`src/rtl/sse_pkg.sv`:
```
`default_nettype none
package sse_pkg;

  localparam int MAX_PATTERN_DEF = 16;
  localparam int MAX_TEXT_DEF    = 65536;

  localparam int RUNE_W = 21;
  localparam int OFFS_W = 16;
  localparam int MODE_W = 2;

  typedef logic [RUNE_W-1:0] rune_t;
  typedef logic [OFFS_W-1:0] offs_t;

  // search_mode codes; the unused code behaves as contains
  localparam logic [MODE_W-1:0] MODE_CONTAINS = 2'd0;
  localparam logic [MODE_W-1:0] MODE_PREFIX   = 2'd1;
  localparam logic [MODE_W-1:0] MODE_SUFFIX   = 2'd2;

  // in_tuser codes
  localparam logic REQ_PATTERN = 1'b0;
  localparam logic REQ_TEXT    = 1'b1;

  // per-cell compare status, cells past the pattern length report a match
  typedef struct packed {
    logic eq_now;    // stored window rune vs pattern rune
    logic eq_shift;  // incoming window rune vs pattern rune
  } cell_eq_t;

endpackage
`default_nettype wire

```
`src/rtl/sse_cell.sv`:
```
`default_nettype none
module sse_cell #(
  parameter int IDX   = 0,
  parameter int LEN_W = 5
) (
  input  wire logic                clk,
  input  wire logic                text_shift,
  input  wire logic                pat_shift,
  input  wire sse_pkg::rune_t      text_in,
  input  wire sse_pkg::rune_t      pat_in,
  input  wire logic [LEN_W-1:0]    pat_len,
  output sse_pkg::rune_t           text_out,
  output sse_pkg::rune_t           pat_out,
  output sse_pkg::cell_eq_t        status
);

  sse_pkg::rune_t win_r;
  sse_pkg::rune_t pat_r;
  logic           active;

  // pat_r holds the pattern reversed: cell k sees pattern[len-1-k]
  always_ff @(posedge clk) begin
    if (text_shift) begin
      win_r <= text_in;
    end
    if (pat_shift) begin
      pat_r <= pat_in;
    end
  end

  assign active = pat_len > LEN_W'(IDX);

  always_comb begin
    status.eq_now   = !active || (win_r == pat_r);
    status.eq_shift = !active || (text_in == pat_r);
  end

  assign text_out = win_r;
  assign pat_out  = pat_r;

endmodule
`default_nettype wire

```
`src/rtl/substring_search_engine.sv`:
```
`default_nettype none
// Streaming substring search. Load a pattern first as pattern beats (in_tuser = 0), closed by
// in_tlast; then stream the text as text beats (in_tuser = 1). The beat with in_tlast on the
// text returns one result beat: found, match offset and overflow, as selected by search_mode
// (0 contains / first index, 1 starts with, 2 ends with; 3 acts as 0). An empty pattern always
// matches at offset 0. Pattern runes past MAX_PATTERN are dropped; text past MAX_TEXT runes is
// dropped and flagged as overflow. Each accepted beat is handled at once: the text window
// shifts through a row of MAX_PATTERN cells that each compare one window rune with one pattern
// rune, and their flags are ANDed in the same cycle. The result sits in an output register;
// while it waits untaken, in_tready is low and all input beats stall until out_tready takes
// it. in_tready is also low during reset.
module substring_search_engine #(
  parameter int MAX_PATTERN = sse_pkg::MAX_PATTERN_DEF,
  parameter int MAX_TEXT    = sse_pkg::MAX_TEXT_DEF
) (
  input  wire logic        clk,
  input  wire logic        rst_n,
  input  wire logic        cfg_we,
  input  wire logic [1:0]  cfg_wdata,    // search_mode
  input  wire logic        in_tvalid,
  output logic             in_tready,
  input  wire logic [23:0] in_tdata,     // rune_value[20:0], is_empty[21], zero pad
  input  wire logic        in_tuser,     // req_type
  input  wire logic        in_tlast,     // last_rune
  output logic             out_tvalid,
  input  wire logic        out_tready,
  output logic      [23:0] out_tdata     // found[0], match_offset[16:1], overflow[17], zero pad
);

  localparam int LW = $clog2(MAX_PATTERN + 1);
  localparam int PW = $clog2(MAX_TEXT + 1);
  localparam int IW = (MAX_PATTERN > 1) ? $clog2(MAX_PATTERN) : 1;
  localparam int CW = (PW > LW) ? PW : LW;

  // control state
  logic [sse_pkg::MODE_W-1:0] mode_r;
  logic [LW-1:0]              plen_r, plen_nxt;
  logic                       closed_r, closed_nxt;
  logic [PW-1:0]              pos_r, pos_nxt;
  logic                       seen_r, seen_nxt;
  sse_pkg::offs_t             first_r, first_nxt;
  logic                       pfail_r, pfail_nxt;
  logic                       ovf_r, ovf_nxt;
  logic                       out_valid_r, out_valid_nxt;
  logic                       res_found_r;
  sse_pkg::offs_t             res_offs_r;
  logic                       res_ovf_r;

  // forward copy of the pattern, read at the text position for the prefix check
  sse_pkg::rune_t             pat_mem [2**IW];
  sse_pkg::rune_t             pat_rd_r;

  // beat decode
  logic                       acc, is_pat, is_txt, empty, res_now;
  sse_pkg::rune_t             rune;
  logic [LW-1:0]              plen_base;
  logic                       pat_shift, txt_shift, txt_room;
  logic [PW-1:0]              pos_e;
  logic [CW-1:0]              pos_x, pos_e_x, plen_x, diff, pos_nxt_x;
  logic                       pfail_e, match_e, new_hit, seen_e, ovf_e;
  sse_pkg::offs_t             first_e;
  logic                       all_now, all_shift;
  logic                       found_c;
  sse_pkg::offs_t             offs_c;

  // cell row
  sse_pkg::rune_t             win_q   [MAX_PATTERN];
  sse_pkg::rune_t             prv_q   [MAX_PATTERN];
  sse_pkg::cell_eq_t          cell_st [MAX_PATTERN];
  logic [MAX_PATTERN-1:0]     eq_now_v, eq_shift_v;

  assign acc    = in_tvalid && in_tready;
  assign is_pat = acc && (in_tuser == sse_pkg::REQ_PATTERN);
  assign is_txt = acc && (in_tuser == sse_pkg::REQ_TEXT);
  assign rune   = in_tdata[sse_pkg::RUNE_W-1:0];
  assign empty  = in_tdata[sse_pkg::RUNE_W];

  assign in_tready = rst_n && (!out_valid_r || out_tready);

  assign plen_base = closed_r ? '0 : plen_r;
  assign pat_shift = is_pat && !empty && (plen_base < LW'(MAX_PATTERN));
  assign txt_room  = pos_r < PW'(MAX_TEXT);
  assign txt_shift = is_txt && !empty && txt_room;

  genvar k;
  generate
    for (k = 0; k < MAX_PATTERN; k++) begin : g_cell
      sse_pkg::rune_t t_in, p_in;
      if (k == 0) begin : g_head
        assign t_in = rune;
        assign p_in = rune;
      end else begin : g_body
        assign t_in = win_q[k-1];
        assign p_in = prv_q[k-1];
      end
      sse_cell #(
        .IDX   (k),
        .LEN_W (LW)
      ) u_cell (
        .clk        (clk),
        .text_shift (txt_shift),
        .pat_shift  (pat_shift),
        .text_in    (t_in),
        .pat_in     (p_in),
        .pat_len    (plen_r),
        .text_out   (win_q[k]),
        .pat_out    (prv_q[k]),
        .status     (cell_st[k])
      );
      assign eq_now_v[k]   = cell_st[k].eq_now;
      assign eq_shift_v[k] = cell_st[k].eq_shift;
    end
  endgenerate

  assign all_now   = &eq_now_v;
  assign all_shift = &eq_shift_v;

  // text step
  always_comb begin
    pos_e    = txt_shift ? (pos_r + PW'(1)) : pos_r;
    pos_x    = CW'(pos_r);
    pos_e_x  = CW'(pos_e);
    plen_x   = CW'(plen_r);
    diff     = pos_e_x - plen_x;
    pfail_e  = pfail_r || (txt_shift && (pos_x < plen_x) && (pat_rd_r != rune));
    match_e  = (plen_r != '0) && (pos_e_x >= plen_x) && (txt_shift ? all_shift : all_now);
    new_hit  = txt_shift && !seen_r && match_e;
    seen_e   = seen_r || new_hit;
    first_e  = new_hit ? sse_pkg::OFFS_W'(diff) : first_r;
    ovf_e    = ovf_r || (is_txt && !empty && !txt_room);
    res_now  = is_txt && in_tlast;
  end

  // result select
  always_comb begin
    found_c = 1'b0;
    offs_c  = '0;
    if (plen_r == '0) begin
      found_c = 1'b1;
    end else begin
      case (mode_r)
        sse_pkg::MODE_PREFIX: begin
          found_c = (pos_e_x >= plen_x) && !pfail_e;
        end
        sse_pkg::MODE_SUFFIX: begin
          found_c = match_e;
          offs_c  = match_e ? sse_pkg::OFFS_W'(diff) : '0;
        end
        default: begin
          found_c = seen_e;
          offs_c  = seen_e ? first_e : '0;
        end
      endcase
    end
  end

  // next state
  always_comb begin
    plen_nxt      = plen_r;
    closed_nxt    = closed_r;
    pos_nxt       = pos_r;
    seen_nxt      = seen_r;
    first_nxt     = first_r;
    pfail_nxt     = pfail_r;
    ovf_nxt       = ovf_r;
    out_valid_nxt = out_tready ? 1'b0 : out_valid_r;
    if (is_pat) begin
      closed_nxt = in_tlast;
      if (empty) begin
        plen_nxt = '0;
      end else if (pat_shift) begin
        plen_nxt = plen_base + LW'(1);
      end else begin
        plen_nxt = plen_base;
      end
    end
    if (is_txt) begin
      if (res_now) begin
        pos_nxt       = '0;
        seen_nxt      = 1'b0;
        first_nxt     = '0;
        pfail_nxt     = 1'b0;
        ovf_nxt       = 1'b0;
        out_valid_nxt = 1'b1;
      end else begin
        pos_nxt   = pos_e;
        seen_nxt  = seen_e;
        first_nxt = first_e;
        pfail_nxt = pfail_e;
        ovf_nxt   = ovf_e;
      end
    end
    pos_nxt_x = CW'(pos_nxt);
  end

  always_ff @(posedge clk) begin
    if (!rst_n) begin
      mode_r      <= sse_pkg::MODE_CONTAINS;
      plen_r      <= '0;
      closed_r    <= 1'b0;
      pos_r       <= '0;
      seen_r      <= 1'b0;
      first_r     <= '0;
      pfail_r     <= 1'b0;
      ovf_r       <= 1'b0;
      out_valid_r <= 1'b0;
    end else begin
      if (cfg_we) begin
        mode_r <= cfg_wdata;
      end
      plen_r      <= plen_nxt;
      closed_r    <= closed_nxt;
      pos_r       <= pos_nxt;
      seen_r      <= seen_nxt;
      first_r     <= first_nxt;
      pfail_r     <= pfail_nxt;
      ovf_r       <= ovf_nxt;
      out_valid_r <= out_valid_nxt;
    end
  end

  always_ff @(posedge clk) begin
    if (res_now) begin
      res_found_r <= found_c;
      res_offs_r  <= offs_c;
      res_ovf_r   <= ovf_e;
    end
  end

  // read port prefetches the entry at the next text position; write-first bypass
  always_ff @(posedge clk) begin
    if (pat_shift) begin
      pat_mem[plen_base[IW-1:0]] <= rune;
    end
    if (pat_shift && (plen_base[IW-1:0] == pos_nxt_x[IW-1:0])) begin
      pat_rd_r <= rune;
    end else begin
      pat_rd_r <= pat_mem[pos_nxt_x[IW-1:0]];
    end
  end

  assign out_tvalid = out_valid_r;
  assign out_tdata  = {6'd0, res_ovf_r, res_offs_r, res_found_r};

endmodule
`default_nettype wire

```
`config.mk`:
```
export PLATFORM = sky130hd
export DESIGN_NAME = substring_search_engine
export DESIGN_NICKNAME = d
export VERILOG_FILES = /design/src/rtl/sse_pkg.sv /design/src/rtl/sse_cell.sv /design/src/rtl/substring_search_engine.sv
export SDC_FILE = /design/constraint.sdc
export NUM_CORES = 1
export LEC_CHECK = 0
export BUFFER_PORTS_ARGS = -buffer_cell sky130_fd_sc_hd__buf_2
export CORE_MARGIN = 2
export CORE_UTILIZATION = 30
export CTS_BUF_LIST = sky130_fd_sc_hd__clkbuf_4
export DETAILED_ROUTE_END_ITERATION = 8
export GPL_ROUTABILITY_DRIVEN = 0
export GPL_TIMING_DRIVEN = 1
export PLACE_DENSITY_LB_ADDON = 0.3
export SETUP_SLACK_MARGIN = 0.05
export SYNTH_ARGS = -nofsm -noshare
export SYNTH_HDL_FRONTEND = slang
export SYNTH_SLANG_ARGS = --single-unit
```
`constraint.sdc`:
```
create_clock -name clk -period 54.3 [get_ports clk]
set_input_delay 2.715 -clock clk [delete_from_list [all_inputs] [get_ports clk]]
set_output_delay 2.715 -clock clk [all_outputs]
set_load 0.05 [all_outputs]
```
# == After elaboration in Yosys (flattened, before gate mapping) ==
# Memories as Yosys holds them, arrays and structs flattened. A register that Yosys moved wholly into a read port is not among the register bits.
# Cells that the tools add are included.
# word_totals
output_inout_bits,26
ram_bits,336
word_cells,204
ff_bits,735
n_memories,1
# op_classes
bitwise_logic,1
eq_ne,35
n_addsub,3
n_mux,21
n_lt_le_gt_ge,20
reduce_logical,78
# mem_list
memory,words,width,rd,rd_clocked_by_memory_dff,wr,line,source
pat_mem,16,21,1,1,1,substring_search_engine.sv:50,sse_pkg::rune_t pat_mem [2**IW];
# ops
cell,count
equality test 21 bit,32
2-to-1 mux 16 bit,4
> comparator 5 x 4 -> 1 bit (second input constant),8
logical OR 1 bit,36
2-to-1 mux 17 bit,2
case mux 16 bit (2 select lines),1
AND reduction 16 bit,2
logical NOT 1 bit,21
inequality test 21 bit,1
> comparator 5 x 3 -> 1 bit (second input constant),4
adder 17 x 1 -> 17 bit (second input constant),1
>= comparator 17 x 5 -> 1 bit,1
logical AND 1 bit,17
< comparator 17 bit (second input constant),1
< comparator 17 x 5 -> 1 bit,1
subtractor 16 x 5 -> 16 bit,1
2-to-1 mux 5 bit,3
> comparator 5 x 1 -> 1 bit (second input constant),2
> comparator 5 x 2 -> 1 bit (second input constant),2
2-to-1 mux 1 bit,9
adder 5 x 1 -> 5 bit (second input constant),1
logical NOT 5 bit,1
< comparator 5 bit (second input constant),1
nonzero test 5 bit,1
5 further kinds,5

# == Depth between registers and ports, before layout ==
# Gate-level depths: netlist of the first run.
# depth
ltp_word,15
depth_mapped,18
mapped_depth_nobuf,15

# == Hierarchy ==
# A second synthesis of the first run with hierarchy kept.
# hier_totals
hier_cells,2735
area_unflattened_um2,45519.9
# by_module_without_submodules
module,cells_per_inst,instances,seq_area_each_um2,area_per_inst_um2
substring_search_engine,1136,1,11611.1,17702.0
sse_cell (g_cell[12].u_cell ...),100,2,1261.2,1747.9
sse_cell (g_cell[14].u_cell ...),99,2,1261.2,1744.2
sse_cell (g_cell[13].u_cell ...),99,2,1261.2,1742.9
sse_cell (g_cell[10].u_cell ...),100,2,1261.2,1734.2
sse_cell (g_cell[4].u_cell),101,1,1261.2,1746.7
sse_cell (g_cell[9].u_cell),100,1,1261.2,1745.4
sse_cell (g_cell[0].u_cell),103,1,1261.2,1734.2
sse_cell (g_cell[15].u_cell),98,1,1261.2,1734.2
sse_cell (g_cell[2].u_cell),101,1,1261.2,1732.9
sse_cell (g_cell[7].u_cell),100,1,1261.2,1730.4
sse_cell (g_cell[1].u_cell),101,1,1261.2,1729.2
sse_cell (g_cell[11].u_cell),99,1,1261.2,1726.7

# == Worst setup path after synthesis of the first run ==
# OpenSTA, ideal clock, no wires.
# synth_path
kind,input port to flip-flop
startpoint,in out_tready
endpoint,"mem pat_mem[11][0] in the netlist's numbering, enable pin"
cell_stages,7
slack_ns,22.092
t_required_ns,53.893
setup_ns,0.407
arrival_time_ns,31.801
n_path_buf,1
cell_sequence,or2b_4 and3_1 nand2b_1 clkbuf_1 nor3_1 nand2_1 nor2_1
# synth_between
elab_chain_cells,8
# synth_lines
item,line,source
start: declaration,substring_search_engine.sv:26,"input wire logic out_tready,"
logical OR 1 bit,substring_search_engine.sv:78,assign in_tready = rst_n && (!out_valid_r || out_tready);
logical AND 1 bit,substring_search_engine.sv:78,
logical AND 1 bit,substring_search_engine.sv:72,assign acc = in_tvalid && in_tready;
logical AND 1 bit,substring_search_engine.sv:73,assign is_pat = acc && (in_tuser == sse_pkg::REQ_PATTERN);
logical AND 1 bit (2 in series),substring_search_engine.sv:81,assign pat_shift = is_pat && !empty && (plen_base < LW'(MAX_PATTERN));
named net g_cell[0].u_cell.pat_shift,sse_cell.sv:8,"input wire logic pat_shift,"
2-to-1 mux 1 bit,substring_search_engine.sv:232,if (pat_shift) begin
2-to-1 mux 1 bit (not written as such),substring_search_engine.sv:233,pat_mem[plen_base[IW-1:0]] <= rune;
end: declaration,substring_search_engine.sv:50,
# The timed path passes the listed nets, and every way through them passes these cells.

# == Final worst setup path of the first run ==
# layout_path
startpoint,in in_tvalid
endpoint,reg res_offs_r[11] (data pin)
# layout_between
elab_chain_cells,12
# layout_lines
item,line,source
start: declaration,substring_search_engine.sv:20,"input wire logic in_tvalid,"
logical AND 1 bit (*),substring_search_engine.sv:72,
logical AND 1 bit (*),substring_search_engine.sv:74,assign is_txt = acc && (in_tuser == sse_pkg::REQ_TEXT);
logical AND 1 bit (*) (2 in series),substring_search_engine.sv:83,assign txt_shift = is_txt && !empty && txt_room;
2-to-1 mux 17 bit,substring_search_engine.sv:120,pos_e = txt_shift ? (pos_r + PW'(1)) : pos_r;
>= comparator 17 x 5 -> 1 bit,substring_search_engine.sv:126,match_e = (plen_r != '0) && (pos_e_x >= plen_x) && (txt_shift ? all_shift : all_now);
logical AND 1 bit (2 in series),substring_search_engine.sv:126,
logical AND 1 bit,substring_search_engine.sv:127,new_hit = txt_shift && !seen_r && match_e;
2-to-1 mux 16 bit or logical OR 1 bit (tied branches),"substring_search_engine.sv:129, substring_search_engine.sv:128",
2-to-1 mux 16 bit,substring_search_engine.sv:151,offs_c = seen_e ? first_e : '0;
case mux 16 bit (2 select lines) (*),substring_search_engine.sv:141,case (mode_r)
end signal: assignment,substring_search_engine.sv:225,res_offs_r <= offs_c;
end: declaration,substring_search_engine.sv:46,sse_pkg::offs_t res_offs_r;
# Mark *: on every way between the ends. The rest lies on a longest branch, timed or not.
# A chain may end at the register's enable or synchronous reset.

==> results.toml, run 1 <==
[outcome]
status = "finished clean"

[floorplanning]
initial_core_util_pct = 30.2
die-area_mm2 = 0.154
num_rows = 142
die_width_um = 392
die_y_um = 392
ios = 59
coreArea_mm2 = 0.150

[route]
vias = 24400
ant_nets = 0
wirelength_um = 113000
routedWlPerCell_um = 21.5
drc = 0
firstDrtPassIters = 5
avgViaCountPerCell = 4.65
drtIter0Drc = 2041

[layout]
syn2layout_area_growth_pct = 13.9
fillers = 14700
layoutNonFillerInstCount = 5244
finalNetCount = 3100
final_layout_size_suffix_gt1_share_pct = 19.8

[synth]
ys.flop_type = "edfxtp_1"
ys_ff_latch = 1075
ys_types = 81
synth-warning-count = 0
ys_seq_area_share_pct = 70.5
synth_edf_count = 1026
syn_area_per_cell_um2 = 16.5
synth_cells = 2737
syn_area_mm2 = 0.0451
synthTopCellsByCount = "edfxtp_1, xnor2_1, xor2_1, nand4_1, nor2_1"
async_flop_share_pct = 0
synth_largest_area_cell = "edfxtp_1"
netlist.area_leader.share_pct = 68.3
synthTopCellsByArea = "edfxtp_1, xnor2_1, xor2_1"
yosysMostFrequentCell = "edfxtp_1"

[sta]
hold_ws_ns = 0.450
max_freq_mhz = 134
hold_violations = 0
setup_viol = 0
fin_crit_ns = 7.48
worst_clock_skew_ns = 0.119
fin_crit_sh_pct = 13.8
fin_tns_setup_ns = 0
rsz0062_at_grt = "false"
slew_viol_final = 0
slew_headroom_pct = 23.9
worstMarginPinSlew_ns = 1.13

[cts]
insertion_delay_ns = 1.27
cts_tree = "yes"
hold_buffers = 0
ctsResizeCount = 0
cts_setup_buffers = 0
clock-root-buffer = "clkbuf_4"
clockBufferDepth = 4
htree_levels = 5
clock_sinks = 1075
cts_buffers = 299
path_clk_slew_ns = 0.07

[global_route]
grt_pass1_vias = 25000
antenna_found_initial = 18
grt_use_total_pct = 14.7
gr-total-overflow = 0
grt_start_max_net_pins = 171
grt_pass1_wl_um = 166000

[power]
power_density_mw_per_mm2 = 32.3
switchingPower_w = 0.000364
peakVddDrop_mv = 0.0173
p_total_w = 0.00166
pwr-share-seq_pct = 55.6
p_leak_nw = 15.7
power_frac_comb_pct = 2.6
sw_frac_of_total_pct = 21.9
internal_power_w = 0.00130
pwr-share-clk_pct = 41.8

[job]
cap_violations = 0

[critical_path]
worstPathRequired_ns = 55.17
endpoint_kind = "flop"
crit_type = "in2reg"
crit_fanout = 127
critPathArrivalTime_ns = 8.36
cp-start-kind = "input pin"

[placement]
place_hpwl_um = 74700
port_buffers = 50
dp_cells = 4765

[min_path]
min_path_type = "reg2reg"
power groups by stage:
stage | registers, W | logic [W] | clock network [W]
CTS | 0.000923 | 0.0000436 | 0.000719
detailed placement | 0.000941 | 0.0000433 | 0
finish | 0.000923 | 0.0000429 | 0.000694
global placement | 0.000941 | 0.0000431 | 0
global route | 0.000923 | 0.0000468 | 0.000763
floorplan | 0.000944 | 0.0000262 | 0
worst max-delay path, cell delays in order:
cell and delay [ns]:
buf_2 0.19, and3b_2 0.30, nand4_1 0.55, inv_8 0.88, nand4_1 0.20, xnor2_1 0.32, ha_1 0.33, o21a_1 0.12
o31a_1 0.11, o21ai_0 0.27, or4b_4 0.53, or3_1 0.49, nor4_4 0.41, or4_1 0.59, a2bb2oi_1 0.19, o21ai_0 0.13
path summary, 6_finish.rpt:
| check | cells past startpoint | slack, ns | end | startpoint |
|---|---|---|---|---|
| max | 16 | 46.82 | res_offs_r[11]$_SDFFCE_PN0P_ | in_tvalid |
| min | 2 | 0.45 | ovf_r$_SDFFE_PN0N_ | ovf_r$_SDFFE_PN0N_ |
| max reg2reg | 15 | 48.15 | res_offs_r[11]$_SDFFCE_PN0P_ | out_tvalid$_SDFF_PN0_ |
| min reg2reg | 2 | 0.45 | ovf_r$_SDFFE_PN0N_ | ovf_r$_SDFFE_PN0N_ |
placed cells by master (no fill, tap or decap), drive strengths merged, types with 6 or more instances in the layout:
cell,Yosys,routed
nand3,47,47
o21ai,44,44
xnor2,557,557
nor3,25,25
edfxtp,1026,1026
conb,1,6
a2bb2oi,10,10
nand2,53,53
mux4,64,64
ha,16,16
dfxtp,49,49
a31oi,6,6
mux2i,63,63
a22oi,10,10
and2,9,9
nor2b,10,10
or3,12,12
o2bb2ai,16,16
a21oi,44,44
nor4,78,78
buf,33,83
nand4,114,114
inv,21,28
a221oi,10,10
o21bai,8,8
diode,0,7
clkbuf,43,438
a211oi,6,6
clkinv,2,28
xor2,168,168
nor2,79,79
a41oi,21,21
nand2b,11,11
metrics by stage:
| stage | setup slack (ns) | instance area, um^2 | utilization (%) |
|---|---|---|---|
| 2_1_floorplan | 22.09 | 45100 | - |
| 3_3_place_gp | 45.68 | 47900 | 32.0 |
| 3_5_place_dp | 45.61 | 47900 | 32.0 |
| 4_1_cts | 46.95 | 51400 | 34.3 |
| 5_1_grt | 46.50 | 51400 | 34.3 |
| 6_report | 46.82 | 51400 | 34.3 |
sequential cells by signal, indices dropped and copies added (netlist names), named ones only:
register / cells
closed_r: 1
first_r: 16
g_cell.u_cell.pat_out: 336
g_cell.u_cell.text_out: 336
mode_r: 2
out_tvalid: 1
ovf_r: 1
pat_mem: 336
pfail_r: 1
plen_r: 5
pos_r: 17
res_found_r: 1
res_offs_r: 16
res_ovf_r: 1
seen_r: 1
cell type report:
class	count	area, um^2	area share [%]
antenna	7	17.5	0.0341
clock buffer	438	3290	6.40
clock inverter	34	156	0.304
inverter	23	93.8	0.183
multi-input combinational	1568	13000	25.2
sequential	1075	31800	61.9
tap	2016	2520	4.91
timing repair buffer	83	536	1.04
metal layers:
metal | track usage [%] | up-vias | wire length, um
met2 | 23.3 | 723 | 53300
met4 | 4.92 | 12 | 2560
met1 | 19.5 | 12200 | 49700
li1 | - | 11300 | -
met3 | 3.75 | 196 | 7260
met5 | 0 | - | 82
kinds of logic (layout without fill, tap and decap cells):
family	count (synthesis)	count (layout)	share of synthesized area (%)
DFF	1075	1075	70.5
xor gates and xnor gates	725	725	14.1
and+or+nand+nor	465	465	5.71
AOI/OAI and AO/OA	225	225	3.59
muxes	130	130	4.68
buffers and inverters	99	578	0.982
adders and majority gates	17	17	0.488
other	1	13	0.00831
No activity file was read; power rests on OpenSTA's default activity.
==> run 2: changes to the inputs <==
clock period = 6.07 ns   (was 54.3 ns; I/O delays follow)
==> results.toml, run 2 (same netlist as run 1, synthesis figures left out) <==
[outcome]
status = "finished clean"

[global_route]
grt_pass1_wl_um = 170000
grt_start_max_net_pins = 166
grt_pass1_vias = 25500
antenna_found_initial = 14
gr-total-overflow = 0
grt_use_total_pct = 15.1

[critical_path]
cp_common_cell = "o21ai_0"
critPathArrivalTime_ns = 6.31
cp-start-kind = "flop"
slowest_stage = "or4_1"
worstPathRequired_ns = 6.97
crit_type = "reg2reg"
crit_fanout = 47
cp_slowest_stage_delay_ns = 0.58
path_cells = "or2b_4, nand4_1, inv_8, nand2_1, xnor2_1, ha_1, o21a_1, o31a_1, o21ai_0, or4b_4, or3_1, nor4_4, or4_1, o2bb2a_1, o21ai_0"
reg2reg_slack_ns = 0.66
endpoint_kind = "flop"

[sta]
fin_crit_ns = 5.41
fin_crit_sh_pct = 89.1
worstMarginPinSlew_ns = 1.08
slew_viol_final = 0
rsz0062_at_grt = "false"
worst_clock_skew_ns = 0.0874
hold_violations = 0
fin_ws_ns = 0.661
setup_viol = 0
slew_headroom_pct = 28.0
max_freq_mhz = 185
hold_ws_ns = 0.139

[route]
firstDrtPassIters = 5
drc = 0
avgViaCountPerCell = 4.65
routedWlPerCell_um = 21.5
vias = 24800
wirelength_um = 115000
drtIter0Drc = 2099
ant_nets = 0

[floorplanning]
die_y_um = 392
coreArea_mm2 = 0.150
ios = 59
num_rows = 142
initial_core_util_pct = 30.2
die-area_mm2 = 0.154
die_width_um = 392

[cts]
insertion_delay_ns = 1.21
htree_levels = 5
clock-root-buffer = "clkbuf_4"
clockBufferDepth = 4
cts_tree = "yes"
path_clk_slew_ns = 0.07
ctsResizeCount = 0
clock_sinks = 1075
cts_buffers = 306
cts_setup_buffers = 0

[placement]
port_buffers = 50
dp_slack_ns = 0.471
place_hpwl_um = 77000
placed_cell_area_mm2 = 0.0480

[job]
cap_violations = 0

[power]
peakVddDrop_mv = 0.215
p_leak_nw = 16.1
power_density_mw_per_mm2 = 291

[layout]
syn2layout_area_growth_pct = 15.6
finish.instance_area_mm2 = 0.0522
final_layout_size_suffix_gt1_share_pct = 20.2
mostFrequentLayoutCell = "edfxtp_1"
finalNetCount = 3163
final_cell_mix = "edfxtp_1, xnor2_1, clkbuf_4"

[min_path]
min_path_type = "in2reg"
[run 2: cell count changes in the layout (fill, tap and decap cells not counted), sizes merged]
cell | before | now
clkinv | 28 | 39
bufinv | 1 | 4
clkbuf | 438 | 452
diode | 7 | 11
buf | 83 | 91
dlygate4sd3 | 0 | 48
[run 2: layer usage]
| layer | global-route usage, % | vias up | share of wire, % |
|---|---|---|---|
| met4 | 4.94 | 6 | 1.9 |
| met2 | 24.1 | 769 | 48 |
| li1 | - | 11400 | - |
| met1 | 20.2 | 12400 | 44 |
| met3 | 3.42 | 174 | 6.3 |
| met5 | 0 | - | 0.030 |
[run 2: final timing paths]
kind | start | endpoint | cells after the start
max | out_tvalid$_SDFF_PN0_ | res_offs_r[14]$_SDFFCE_PN0P_ | 15
min | in_tdata[8] | pat_mem[0][8]$_DFFE_PP_ | 2
max reg2reg | out_tvalid$_SDFF_PN0_ | res_offs_r[14]$_SDFFCE_PN0P_ | 15
min reg2reg | ovf_r$_SDFFE_PN0N_ | ovf_r$_SDFFE_PN0N_ | 2
[run 2: area by class of cell]
| cell class | count | area, um^2 |
|---|---|---|
| inverters | 23 | 93.8 |
| multi-input cells | 1568 | 13000 |
| well taps | 2016 | 2520 |
| flip-flops and latches | 1075 | 31800 |
| repair buffers | 139 | 1080 |
| clock inverters | 48 | 292 |
| fillers | 14500 | 97400 |
| clock buffers | 452 | 3390 |
| diodes | 11 | 27.5 |
[run 2: stage by stage]
stage               power, W  instances  TNS [ns]  util (%)
global placement     0.00881       4773         0      32.1
floorplan            0.00865       2742  -4009.73         -
CTS                   0.0154       5321         0      34.9
detailed placement   0.00881       4773         0      32.1
finish                0.0152       5332         0      34.9
global route          0.0158       5332         0      34.9
[run 2: worst max-delay path, delay by kind of cell (launching register included)]
kind | cells | cell delay (ns)
AND/OR/NAND/NOR | 7 | 2.86
AO/OA/AOI/OAI | 5 | 0.91
buffers and inverters | 1 | 0.47
flip-flops | 1 | 0.33
adder cells (fa/ha/maj) | 1 | 0.33
XOR/XNOR | 1 | 0.22
[run 2: power breakdown]
group	internal, W	switching [W]
Combinational	0.000156	0.000261
Sequential	0.00816	0.0000919
Clock	0.00354	0.00295
[run 2: timing repair]
action / CTS / global route
setup endpoints to repair: 0 / 0
hold buffers: 48 / 0
endpoints found under the hold margin: 678 / 0
==> run 3: changes to the inputs <==
CORE_UTILIZATION = 59   (was 30)
==> results.toml, run 3 (same netlist as run 1, synthesis figures left out) <==
[critical_path]
crit_fanout = 17
critPathArrivalTime_ns = 5.76
crit_start = "out_tvalid$_SDFF_PN0_"
r2r-start = "out_tvalid$_SDFF_PN0_"
cp-start-kind = "flop"
worstPathRequired_ns = 6.92
endpoint_kind = "flop"
crit_type = "reg2reg"

[min_path]
min_path_type = "in2reg"
holdCritStartpoint = "in_tdata[1]"

[global_route]
grt_start_max_net_pins = 168
grt_pass1_vias = 25800
gr-total-overflow = 0
antenna_found_initial = 6
grt_use_total_pct = 26.7
grt_pass1_wl_um = 157000

[route]
wirelength_um = 104000
avgViaCountPerCell = 6.02
firstDrtPassIters = 6
routedWlPerCell_um = 24.4
drtIter0Drc = 3120
vias = 25600
ant_nets = 0
drc = 0

[floorplanning]
die_y_um = 281
num_rows = 101
coreArea_mm2 = 0.0758
die-area_mm2 = 0.0787
ios = 59
initial_core_util_pct = 59.5
die_width_um = 281

[power]
pwr-share-clk_pct = 41.1
pwr-share-seq_pct = 56.2
p_leak_nw = 15.8
sw_frac_of_total_pct = 21.8
peakVddDrop_mv = 0.209
power_frac_comb_pct = 2.7
power_density_mw_per_mm2 = 291
internal_power_w = 0.0115
p_total_w = 0.0147
switchingPower_w = 0.00320

[sta]
slew_headroom_pct = 27.3
fin_tns_setup_ns = 0
rsz0062_at_grt = "false"
fin_crit_ns = 4.91
setup_viol = 0
worstMarginPinSlew_ns = 1.09
slew_viol_final = 0
hold_ws_ns = 0.152
max_freq_mhz = 204
worst_clock_skew_ns = 0.109
hold_violations = 0
fin_crit_sh_pct = 80.8

[cts]
htree_levels = 5
insertion_delay_ns = 1.12
hold_buffers = 40
cts_buffers = 290
clock_sinks = 1075
cts_tree = "yes"
clockBufferDepth = 4
path_clk_slew_ns = 0.07
cts_setup_buffers = 0
ctsResizeCount = 0
clock-root-buffer = "clkbuf_4"

[layout]
fillers = 5147
mostFrequentLayoutCell = "edfxtp_1"
post-route-util_pct = 66.5
final_cell_mix = "edfxtp_1, xnor2_1, clkbuf_4"
final_layout_size_suffix_gt1_share_pct = 18.9
syn2layout_area_growth_pct = 11.7
finalNetCount = 3129
layoutNonFillerInstCount = 4246

[placement]
place_hpwl_um = 68200
port_buffers = 50
dp_cells = 3725

[outcome]
status = "finished clean"

[job]
cap_violations = 0
[run 3: path summary, 6_finish.rpt]
path / endpoint / slack, ns / cells past startpoint
setup / recovery: res_offs_r[7]$_SDFFCE_PN0P_ / 1.16 / 15
hold / removal: pat_mem[4][1]$_DFFE_PP_ / 0.15 / 2
setup reg to reg: res_offs_r[7]$_SDFFCE_PN0P_ / 1.16 / 15
hold reg to reg: g_cell[3].u_cell.text_out[7]$_DFFE_PN_ / 0.45 / 0
[run 3: power by group through the flow]
stage | logic [W] | clock network [W] | registers [W]
after floorplan | 0.000236 | 0 | 0.00841
after global placement | 0.000364 | 0 | 0.00841
after detailed placement | 0.000375 | 0 | 0.00841
after CTS | 0.000397 | 0.00614 | 0.00825
after global routing | 0.000431 | 0.00652 | 0.00826
final | 0.000401 | 0.00604 | 0.00825
[run 3: area by class of cell]
type	instances	area [um^2]	share of cell area [%]
repair buffers	121	908	1.80
multi-input cells	1568	13000	25.7
inverters	23	93.8	0.186
diodes	4	10.0	0.0199
clock buffers	410	3080	6.11
clock inverters	67	320	0.635
flip-flops and latches	1075	31800	63.1
well taps	978	1220	2.43
[run 3: through the flow]
stage	area (um^2)	worst slack, ns
CTS	50400	1.26
finish	50400	1.16
floorplan	45200	-5.89
global route	50400	0.819
detailed placement	46600	1.03
global placement	46600	1.21
[run 3: critical path, stage by stage (launching register included)]
cell and delay [ns]:
dfxtp_4 0.34, or2b_4 0.30, nand4_1 0.11, buf_4 0.23, mux2i_1 0.36, inv_1 0.08, ha_1 0.30, nor2b_1 0.15
o31a_1 0.25, o21ai_0 0.26, or4b_4 0.53, or3_1 0.46, nor4_4 0.39, or4_1 0.58, a2bb2oi_1 0.23, o21ai_0 0.11
[run 3: per-layer routing]
layer | GRT usage (%) | vias up | share of wire [%]
met1 | 36.0 | 12900 | 40
met2 | 43.6 | 1195 | 50
met5 | 0 | - | 0.048
met3 | 5.84 | 162 | 7.7
li1 | - | 11300 | -
met4 | 8.78 | 8 | 2.1
